`src/rtl/crcst_pkg.sv`:
```
// package: widths, codes and shared types for the region card set table
package crcst_pkg;
    localparam int BUCKETS = 16;
    localparam int ENTRIES = 9;
    localparam int CARD_SLOTS = 4;
    localparam int BW = $clog2(BUCKETS);
    localparam int EW = $clog2(ENTRIES + 1);
    localparam int SW = $clog2(CARD_SLOTS);
    localparam int CW = $clog2(CARD_SLOTS + 1);
    localparam int OW = $clog2(ENTRIES + 1);
    localparam int AW = $clog2((ENTRIES + 1) * CARD_SLOTS);
    localparam logic [EW-1:0] NIL = EW'(ENTRIES);

    localparam logic [1:0] ACT_ADD = 2'd0;
    localparam logic [1:0] ACT_HAS = 2'd1;
    localparam logic [1:0] ACT_DEL = 2'd2;
    localparam logic [1:0] ACT_CLR = 2'd3;

    localparam logic [2:0] ST_ADDED   = 3'd0;
    localparam logic [2:0] ST_FOUND   = 3'd1;
    localparam logic [2:0] ST_OVFL    = 3'd2;
    localparam logic [2:0] ST_FULL    = 3'd3;
    localparam logic [2:0] ST_DELETED = 3'd4;
    localparam logic [2:0] ST_ABSENT  = 3'd5;
    localparam logic [2:0] ST_PRESENT = 3'd6;
    localparam logic [2:0] ST_CLEARED = 3'd7;

    typedef enum logic [3:0] {
        S_IDLE, S_HEAD, S_WALK, S_ALLOC, S_SCAN, S_INS, S_UNLINK, S_CLEAR, S_OUT
    } state_t;

    // controller to datapath
    typedef struct packed {
        logic load;
        logic rd_head;
        logic walk_step;
        logic alloc;
        logic scan_start;
        logic scan_step;
        logic insert;
        logic unlink;
        logic clear_step;
        logic [2:0] status;
        logic set_status;
    } cmd_t;

    // datapath to controller
    typedef struct packed {
        logic [1:0] action;
        logic cur_nil;
        logic key_hit;
        logic chain_done;
        logic can_alloc;
        logic scan_done;
        logic card_hit;
        logic set_room;
    } sts_t;
endpackage

```
`src/rtl/crcst_datapath.sv`:
```
// datapath: table storage, chain walker, card scanner and allocator
module crcst_datapath (
    input  logic                 aclk,
    input  logic                 aresetn,
    input  crcst_pkg::cmd_t      cmd,
    input  logic [1:0]           in_action,
    input  logic [15:0]          in_region,
    input  logic [15:0]          in_card,
    output crcst_pkg::sts_t      sts,
    output logic [2:0]           status,
    output logic [crcst_pkg::OW-1:0] occupied
);
    import crcst_pkg::*;

    logic [EW-1:0] head_mem [BUCKETS];
    logic [BUCKETS-1:0] head_vld_reg;
    logic [15:0] key_mem [ENTRIES];
    logic [EW-1:0] next_mem [ENTRIES];
    logic [CW-1:0] cnt_mem [ENTRIES];
    logic [15:0] card_mem [ENTRIES*CARD_SLOTS];

    logic [1:0] act_reg;
    logic [15:0] region_reg, card_reg;
    logic [EW-1:0] cur_reg, prev_reg, free_reg, fresh_reg;
    logic [EW-1:0] steps_reg;
    logic [OW-1:0] occ_reg;
    logic [SW:0] slot_reg;
    logic [CW-1:0] cnt_reg;
    logic [2:0] status_reg;
    logic [15:0] card_rd_reg;
    logic [15:0] key_q;
    logic [EW-1:0] next_q;
    logic [CW-1:0] cnt_q;

    logic [BW-1:0] bucket;
    logic [EW-1:0] cur_idx;
    logic [SW:0] rd_slot;
    logic [AW-1:0] card_addr, rd_addr;

    assign bucket = BW'(region_reg % BUCKETS);
    assign cur_idx = cur_reg;
    assign card_addr = AW'(cur_idx * CARD_SLOTS) + AW'(slot_reg[SW-1:0]);
    // card store read address follows the slot the scan will look at next cycle
    assign rd_slot = cmd.scan_start ? '0 : (cmd.scan_step ? slot_reg + 1'b1 : slot_reg);
    assign rd_addr = AW'(cur_idx * CARD_SLOTS) + AW'(rd_slot[SW-1:0]);

    // combinational reads of small entry tables, indexed by cur only
    always_comb begin
        key_q = key_mem[cur_idx[EW-1:0] < EW'(ENTRIES) ? cur_idx : '0];
        next_q = next_mem[cur_idx < EW'(ENTRIES) ? cur_idx : '0];
        cnt_q = cnt_mem[cur_idx < EW'(ENTRIES) ? cur_idx : '0];
    end

    always_comb begin
        sts.action = act_reg;
        sts.cur_nil = (cur_reg >= NIL);
        sts.key_hit = (key_q == region_reg);
        sts.chain_done = (steps_reg >= EW'(ENTRIES));
        sts.can_alloc = (free_reg < NIL) || (fresh_reg < NIL);
        sts.scan_done = ((SW+1)'(slot_reg) >= (SW+1)'(cnt_reg))
                        || (slot_reg >= (SW+1)'(CARD_SLOTS));
        sts.card_hit = (card_rd_reg == card_reg);
        sts.set_room = (cnt_reg < CW'(CARD_SLOTS - 1));
    end

    assign status = status_reg;
    assign occupied = occ_reg;

    always_ff @(posedge aclk) begin
        if (!aresetn) begin
            head_vld_reg <= '0;
            free_reg <= NIL;
            fresh_reg <= '0;
            occ_reg <= '0;
        end else begin
            if (cmd.clear_step) begin
                head_vld_reg <= '0;
                free_reg <= NIL;
                fresh_reg <= '0;
                occ_reg <= '0;
            end
            if (cmd.alloc) begin
                head_vld_reg[bucket] <= 1'b1;
                occ_reg <= occ_reg + 1'b1;
                if (free_reg < NIL) free_reg <= next_mem[free_reg];
                else fresh_reg <= fresh_reg + 1'b1;
            end
            if (cmd.unlink) begin
                if (prev_reg >= NIL) head_vld_reg[bucket] <= 1'b1;
                free_reg <= cur_reg;
                if (occ_reg != '0) occ_reg <= occ_reg - 1'b1;
            end
        end
    end

    always_ff @(posedge aclk) begin
        card_rd_reg <= card_mem[rd_addr];
        if (cmd.load) begin
            act_reg <= in_action;
            region_reg <= in_region;
            card_reg <= in_card;
        end
        if (cmd.rd_head) begin
            cur_reg <= head_vld_reg[bucket] ? head_mem[bucket] : NIL;
            prev_reg <= NIL;
            steps_reg <= '0;
        end
        if (cmd.walk_step) begin
            prev_reg <= cur_reg;
            cur_reg <= next_q;
            steps_reg <= steps_reg + 1'b1;
        end
        if (cmd.alloc) begin
            logic [EW-1:0] e;
            e = (free_reg < NIL) ? free_reg : fresh_reg;
            key_mem[e] <= region_reg;
            cnt_mem[e] <= '0;
            next_mem[e] <= head_vld_reg[bucket] ? head_mem[bucket] : NIL;
            head_mem[bucket] <= e;
            cur_reg <= e;
        end
        if (cmd.scan_start) begin
            slot_reg <= '0;
            cnt_reg <= cnt_q;
        end
        if (cmd.scan_step) slot_reg <= slot_reg + 1'b1;
        if (cmd.insert) begin
            card_mem[card_addr] <= card_reg;
            cnt_mem[cur_idx] <= cnt_reg + 1'b1;
        end
        if (cmd.unlink) begin
            if (prev_reg >= NIL) head_mem[bucket] <= next_q;
            else next_mem[prev_reg] <= next_q;
            next_mem[cur_idx] <= free_reg;
        end
        if (cmd.set_status) status_reg <= cmd.status;
    end
endmodule

```
`src/rtl/crcst_ctrl.sv`:
```
// controller: sequences chain walk, allocation, card scan, unlink and clear per item
module crcst_ctrl (
    input  logic             aclk,
    input  logic             aresetn,
    input  logic             in_valid,
    output logic             in_ready,
    output logic             out_valid,
    input  logic             out_ready,
    input  crcst_pkg::sts_t  sts,
    output crcst_pkg::cmd_t  cmd
);
    import crcst_pkg::*;

    state_t state_reg, state_next;

    always_ff @(posedge aclk) begin
        if (!aresetn) state_reg <= S_IDLE;
        else state_reg <= state_next;
    end

    always_comb begin
        state_next = state_reg;
        case (state_reg)
            S_IDLE: if (in_valid) state_next = S_HEAD;
            S_HEAD: state_next = (sts.action == ACT_CLR) ? S_CLEAR : S_WALK;
            S_WALK: begin
                if (sts.cur_nil || sts.chain_done) begin
                    if (sts.action == ACT_ADD)
                        state_next = sts.can_alloc ? S_ALLOC : S_OUT;
                    else state_next = S_OUT;
                end else if (sts.key_hit) begin
                    state_next = (sts.action == ACT_DEL) ? S_UNLINK : S_ALLOC;
                end
            end
            S_ALLOC: state_next = S_SCAN;
            S_SCAN: begin
                if (sts.scan_done) state_next = sts.set_room &&
                    (sts.action == ACT_ADD) ? S_INS : S_OUT;
                else if (sts.card_hit) state_next = S_OUT;
            end
            S_INS: state_next = S_OUT;
            S_UNLINK: state_next = S_OUT;
            S_CLEAR: state_next = S_OUT;
            S_OUT: if (out_ready) state_next = S_IDLE;
            default: state_next = S_IDLE;
        endcase
    end

    always_comb begin
        cmd = '0;
        in_ready = (state_reg == S_IDLE);
        out_valid = (state_reg == S_OUT);
        case (state_reg)
            S_IDLE: cmd.load = in_valid;
            S_HEAD: begin
                cmd.rd_head = 1'b1;
                if (sts.action == ACT_CLR) cmd.clear_step = 1'b1;
            end
            S_WALK: begin
                if (sts.cur_nil || sts.chain_done) begin
                    cmd.set_status = 1'b1;
                    if (sts.action == ACT_ADD) begin
                        cmd.alloc = sts.can_alloc;
                        cmd.status = ST_FULL;
                    end else cmd.status = ST_ABSENT;
                end else if (sts.key_hit) begin
                    // found entry: reuse alloc state as a plain pass to the scan
                end else cmd.walk_step = 1'b1;
            end
            S_ALLOC: cmd.scan_start = 1'b1;
            S_SCAN: begin
                if (sts.scan_done) begin
                    cmd.set_status = 1'b1;
                    if (sts.action == ACT_ADD)
                        cmd.status = sts.set_room ? ST_ADDED : ST_OVFL;
                    else cmd.status = ST_ABSENT;
                end else if (sts.card_hit) begin
                    cmd.set_status = 1'b1;
                    cmd.status = (sts.action == ACT_ADD) ? ST_FOUND : ST_PRESENT;
                end else cmd.scan_step = 1'b1;
            end
            S_INS: cmd.insert = 1'b1;
            S_UNLINK: begin
                cmd.unlink = 1'b1;
                cmd.set_status = 1'b1;
                cmd.status = ST_DELETED;
            end
            S_CLEAR: begin
                cmd.set_status = 1'b1;
                cmd.status = ST_CLEARED;
            end
            default: ;
        endcase
    end
endmodule

```
`src/rtl/chained_region_card_set_table.sv`:
```
// top level: region card set hash table with chained buckets
// usage:
//   s_axis beats carry one command each: add card, contains card,
//   delete region or clear table. every beat gives exactly one m_axis beat
//   with the status code and the number of regions held afterwards.
//   one command at a time: s_axis_tready is high only while idle, so the
//   next beat is taken in the cycle after the result beat leaves, at the earliest.
//   steps from accept to result with no stall: head read, a walk step for
//   each chain entry visited and a last one at the chain end, entry
//   set-up, a scan of the card slots visited, insert or unlink, then the
//   result beat.
//   clear walks no table: bucket heads carry valid bits cleared at once.
//   a stalled result holds m_axis_tdata and no new beat is taken until it
//   leaves. reset empties the table at once; no clearing pass.
module chained_region_card_set_table (
    input  logic        aclk,
    input  logic        aresetn,
    input  logic        s_axis_tvalid,
    output logic        s_axis_tready,
    input  logic [39:0] s_axis_tdata,  // action[1:0], region[17:2], card[33:18]
    output logic        m_axis_tvalid,
    input  logic        m_axis_tready,
    output logic [7:0]  m_axis_tdata   // status[2:0], occupied[6:3]
);
    import crcst_pkg::*;

    cmd_t cmd;
    sts_t sts;
    logic [2:0] status;
    logic [OW-1:0] occupied;

    crcst_ctrl u_ctrl (
        .aclk(aclk), .aresetn(aresetn),
        .in_valid(s_axis_tvalid), .in_ready(s_axis_tready),
        .out_valid(m_axis_tvalid), .out_ready(m_axis_tready),
        .sts(sts), .cmd(cmd)
    );

    crcst_datapath u_dp (
        .aclk(aclk), .aresetn(aresetn), .cmd(cmd),
        .in_action(s_axis_tdata[1:0]), .in_region(s_axis_tdata[17:2]),
        .in_card(s_axis_tdata[33:18]),
        .sts(sts), .status(status), .occupied(occupied)
    );

    assign m_axis_tdata = {1'b0, 4'(occupied), status};

    a_one_side: assert property (@(posedge aclk) disable iff (!aresetn)
        !(s_axis_tready && m_axis_tvalid)) else $error("busy overlap");
    a_occ_max: assert property (@(posedge aclk) disable iff (!aresetn)
        occupied <= OW'(ENTRIES)) else $error("occupancy overrun");
    a_clr: assert property (@(posedge aclk) disable iff (!aresetn)
        (m_axis_tvalid && status == ST_CLEARED) |-> occupied == '0)
        else $error("clear left regions");
endmodule
```
`config.mk`:
```
export PLATFORM = sky130hd
export DESIGN_NAME = chained_region_card_set_table
export DESIGN_NICKNAME = d
export VERILOG_FILES = /design/src/rtl/crcst_pkg.sv /design/src/rtl/crcst_datapath.sv /design/src/rtl/crcst_ctrl.sv /design/src/rtl/chained_region_card_set_table.sv
export SDC_FILE = /design/constraint.sdc
export NUM_CORES = 1
export LEC_CHECK = 0
export BUFFER_PORTS_ARGS = -buffer_cell sky130_fd_sc_hd__buf_4
export CAP_MARGIN = 20
export CELL_PAD_IN_SITES_DETAIL_PLACEMENT = 2
export CELL_PAD_IN_SITES_GLOBAL_PLACEMENT = 2
export CORE_MARGIN = 5
export CORE_UTILIZATION = 47
export CTS_CLUSTER_DIAMETER = 60
export DETAILED_ROUTE_END_ITERATION = 10
export GPL_TIMING_DRIVEN = 1
export PLACE_DENSITY_LB_ADDON = 0.1
export SETUP_SLACK_MARGIN = 0.4
export SYNTH_ARGS = -nofsm -noshare
export SYNTH_HDL_FRONTEND = slang
export SYNTH_SLANG_ARGS = --single-unit
```
`constraint.sdc`:
```
create_clock -name aclk -period 4.31 [get_ports aclk]
set_input_delay 1.0775 -clock aclk [delete_from_list [all_inputs] [get_ports aclk]]
set_output_delay 1.0775 -clock aclk [all_outputs]
set_load 0.02 [all_outputs]
```
==> results of run 1 <==
synthesized netlist by cell type (all sizes together) (4+ instances only):
| master | count |
|---|---|
| o221ai | 144 |
| nand4 | 12 |
| and2 | 18 |
| edfxtp | 902 |
| a311o | 4 |
| a31oi | 118 |
| nor3 | 39 |
| a31o | 12 |
| o2111ai | 4 |
| and3 | 26 |
| dfxtp | 52 |
| o21a | 8 |
| nand3 | 28 |
| o311ai | 12 |
| o211ai | 10 |
| a22oi | 21 |
| inv | 26 |
| a21boi | 5 |
| mux4 | 52 |
| buf | 64 |
| o41ai | 11 |
| o22a | 16 |
| a211oi | 28 |
| ha | 12 |
| nand2 | 344 |
| nor4 | 14 |
| nor3b | 4 |
| xnor2 | 25 |
| o21ai | 42 |
| or3 | 6 |
| nor2b | 29 |
| clkbuf | 104 |
| nand2b | 31 |
| mux2i | 55 |
| a211o | 13 |
| a21oi | 66 |
| o22ai | 15 |
| nor2 | 123 |
| o31ai | 5 |
| and3b | 12 |
| mux2 | 25 |
through the flow:
stage             setup WS (ps)  cell area (um^2)  hold WS, ps
floorplan                   621             38600          474
global placement            188             41100          493
logic make-up after synthesis:
| kind of cell | share of synthesized area (%) |
|---|---|
| AOI/OAI and AO/OA | 10.5 |
| xor gates and xnor gates | 0.615 |
| adders and majority gates | 0.389 |
| buffers and inverters | 2.30 |
| DFF | 72.8 |
| muxes | 5.23 |
| other | 0.00971 |
| and+or+nand+nor | 8.13 |
==> results.cfg, run 1 <==
[floorplan]
start_util_pct = 47.2
die_w_um = 297
pin_count = 54
die_y_um = 297
num_rows = 105

[synthesis]
ys.flop_type = edfxtp_1
ys_top_cells_by_area = edfxtp_1 (70%), nand2_1 (3.3%), o221ai_1 (3.3%), mux4_2 (3.0%), dfxtp_1 (2.7%)
yosys.cell_types.count = 68
synth_top_area_share_pct = 70.1
ys_seq_area_share_pct = 72.8
yosys_register_bits = 954
avgSynthCellArea_um2 = 15.1
syn_inst = 2555
syn_area_um2 = 38600
async_flop_share_pct = 0
synth_top_area_cell = edfxtp_1
synth-warning-count = 0
synthesis.nets = 2611
synth_edf_count = 902

[outcome]
tool.error = [ERROR DPL-0033] detailed placement checks failed during check placement.
haltStage = detailed placement (3_5_place_dp)
outcome = stopped before the end

[placed_design]
finalWeightedCongestion = 0.840
dp_hpwl_um = 83400
portBuffers = 46
==> inputs of run 2 (changes only) <==
--- a/config.mk
+++ b/config.mk
@@ -7,15 +7,11 @@
 export LEC_CHECK = 0
 export BUFFER_PORTS_ARGS = -buffer_cell sky130_fd_sc_hd__buf_4
 export CAP_MARGIN = 20
-export CELL_PAD_IN_SITES_DETAIL_PLACEMENT = 2
-export CELL_PAD_IN_SITES_GLOBAL_PLACEMENT = 2
 export CORE_MARGIN = 5
-export CORE_UTILIZATION = 47
-export CTS_CLUSTER_DIAMETER = 60
+export CORE_UTILIZATION = 40
 export DETAILED_ROUTE_END_ITERATION = 10
 export GPL_TIMING_DRIVEN = 1
-export PLACE_DENSITY_LB_ADDON = 0.1
-export SETUP_SLACK_MARGIN = 0.4
+export PLACE_DENSITY_LB_ADDON = 0.15
 export SYNTH_ARGS = -nofsm -noshare
 export SYNTH_HDL_FRONTEND = slang
 export SYNTH_SLANG_ARGS = --single-unit
==> run 2 against run 1 <==
The flow now finishes without violations. Synthesized cell count stayed put. Synthesized area unchanged.
==> results.cfg, run 2 <==
[placed_design]
finalWeightedCongestion = 0.817
dpl_cell_area_um2 = 41600
placedCellCount = 3896
dp_hpwl_um = 67200
portBuffers = 46

[floorplan]
die_area_um2 = 103000
start_util_pct = 40.1
core-area_um2 = 96300
num_rows = 114
pin_count = 54
die_w_um = 321
die_y_um = 321

[synthesis]
ys.flop_type = edfxtp_1
synth_xor_area_share_pct = 0.615
yosys_register_bits = 954
yosys.area_share.simple_pct = 8.13
ys_seq_area_share_pct = 72.8
synth-warning-count = 0
synth_top_family_by_area = compound AO/OA/AOI/OAI gates
yosys.area_share.adder_pct = 0.389
syn_area_um2 = 38600
async_flop_share_pct = 0
synth_mux_area_share_pct = 5.23
ys_top_cells_by_area = edfxtp_1 (70%), nand2_1 (3.3%), o221ai_1 (3.3%), mux4_2 (3.0%), dfxtp_1 (2.7%)
synth_edf_count = 902
synth_top_area_cell = edfxtp_1
syn_inst = 2555
yosys.cell_types.count = 68
avgSynthCellArea_um2 = 15.1
synth_compound_area_share_pct = 10.5
synth_top_area_share_pct = 70.1
synthesis.nets = 2611
synth.most_common_cell = edfxtp_1
synthTopCellsByCount = edfxtp_1 (902), nand2_1 (344), o221ai_1 (144)

[clock_tree]
hold_buffers = 0
clk_path_buf_depth = 3
postCtsSetupRepairBufs = 0
cts_made_buffers = 101
clock-sinks = 954
cts_tree = built
post_cts_resized = 0
root_buffer = clkbuf_16
clk_latency_ps = 680
htreeDepth = 3
clkTransAtPathRegs_ps = 60

[worst_hold_path]
worstHoldStart = u_dp.head_vld_reg[0]
min_to = u_dp.head_vld_reg[0]
hp-class = reg -> reg
holdPathStages = 2

[route]
ant_nets = 0
via_per_inst = 5.73
drt_iter0_drc = 1976
vias = 23393
dr.pass1.iters = 5
route.detailed.drc = 0
wl_per_cell_um = 25.9
drt_wl_total_um = 106000

[global_route]
use_met3_pct = 3.66
grt_use_met1_pct = 27.3
grt_usage_pct = 20.2
grt_pass1_vias = 23703
grt_max_degree = 61
grt_util_met2_pct = 33.4
overflow = 0
antenna_found_initial = 0
grt_pass1_wl_um = 157000
busiest_layer = met2

[power_and_ir_drop]
seqPwrFrac_pct = 50.2
swShare_pct = 23.5
finalPower_mw = 21.3
p_int_mw = 16.3
p_comb_share_pct = 9.1
power_switching_mw = 5.00
clockPowerShare_pct = 40.7
p_leak_nw = 14.9
vdd_drop_max_mv = 0.306
cellPowerDensity_nw_per_um2 = 475

[worst_setup_path]
r2r_start = u_dp.cnt_reg[0]
worstPathMaxFanout = 50
cp.required_ps = 4840
crit_path_start = u_dp.cnt_reg[0]
worst_r2r_endpoint = u_dp.card_rd_reg[15]
worstPathArrival_ps = 4510
r2r_cells = 13
start_kind = flop
rrSetupSlack_ps = 330
path_class = reg -> reg
end_kind = flop

[sta]
hold_violations = 0
fin_skew_ps = 43.8
period_share_pct = 92.4
setup-tns-final_ps = 0
tightest_slew_ps = 1020
fin_crit_ps = 3980
fmax_mhz = 251
setup_viol_count_final = 0
slew_violations = 0
rsz0062_at_grt = false
slew_headroom_pct = 32.3

[layout]
synthToLayoutAreaGrowth_pct = 16.1
final_cell_area_um2 = 44900
mostFrequentLayoutCells = edfxtp_1 (902), nand2_1 (343), buf_4 (211)
fin_cells = 4081
drive_gt1_share_pct = 18.1
top_regs = u_dp.card_mem x576, u_dp.key_mem x144, u_dp.head_mem x64
largest_register_ffs = 576
nets = 2779
final_common_cell = edfxtp_1
top_register = u_dp.card_mem
diodes = 0

[run]
cap_violations = 0

[outcome]
outcome = completed
[run 2: power by group through the flow]
stage          Sequential [mW]  Clock [mW]  Combinational (mW)
6_report                  10.7        8.67                1.94
4_1_cts                   10.7        8.85                1.97
3_5_place_dp              10.9           0                1.96
2_1_floorplan             10.9           0                1.07
5_1_grt                   10.7        9.25                2.11
3_3_place_gp              10.9           0                1.92
[run 2: worst max-delay path, cell delays in order (launching register included)]
cell and delay [ps]:
edfxtp_1 440, ha_1 290, nand2b_1 140, a21o_1 170, a211o_1 410, or3_1 420, buf_12 180, xnor2_4 260
and2_4 230, buf_12 270, buf_12 230, a31oi_1 110, nor3_1 490, o311ai_1 170
[run 2: routing by layer]
metal,up-vias,wire (um)
li1,10450,-
met1,12014,44300
met2,756,51200
met3,173,6960
met4,0,3130
met5,-,0
[run 2: kinds of logic after synthesis]
logic type	after synthesis
flops	954
mux	132
buf+inv	194
xor+xnor	25
compound gates	545
fa+ha+maj	12
simple gates	692
other cells	1
[run 2: how the worst max path moves through the flow]
stage                           end
6_report       u_dp.card_rd_reg[15]
2_1_floorplan  u_dp.card_rd_reg[14]
3_5_place_dp      u_dp.steps_reg[3]
5_1_grt            u_dp.prev_reg[0]
3_3_place_gp       u_dp.prev_reg[3]
4_1_cts           u_dp.steps_reg[3]
[run 2: per-stage QoR]
stage / hold WS (ps) / utilization, % / worst slack [ps]
2_1_floorplan: 474 / - / 621
3_3_place_gp: 490 / 43.2 / 332
3_5_place_dp: 500 / 43.2 / 347
4_1_cts: 514 / 46.6 / 257
5_1_grt: 542 / 46.6 / 206
6_report: 512 / 46.6 / 327
[run 2: area by class of cell]
type	instances	area, um^2
fill	8378	51400
sequential	954	28100
multi-input combinational	1407	9710
tap	1276	1600
clock inverter	56	589
inverter	26	97.6
clock buffer	129	2720
timing repair buffer	233	2020
Power figures use the tool's default switching activity.
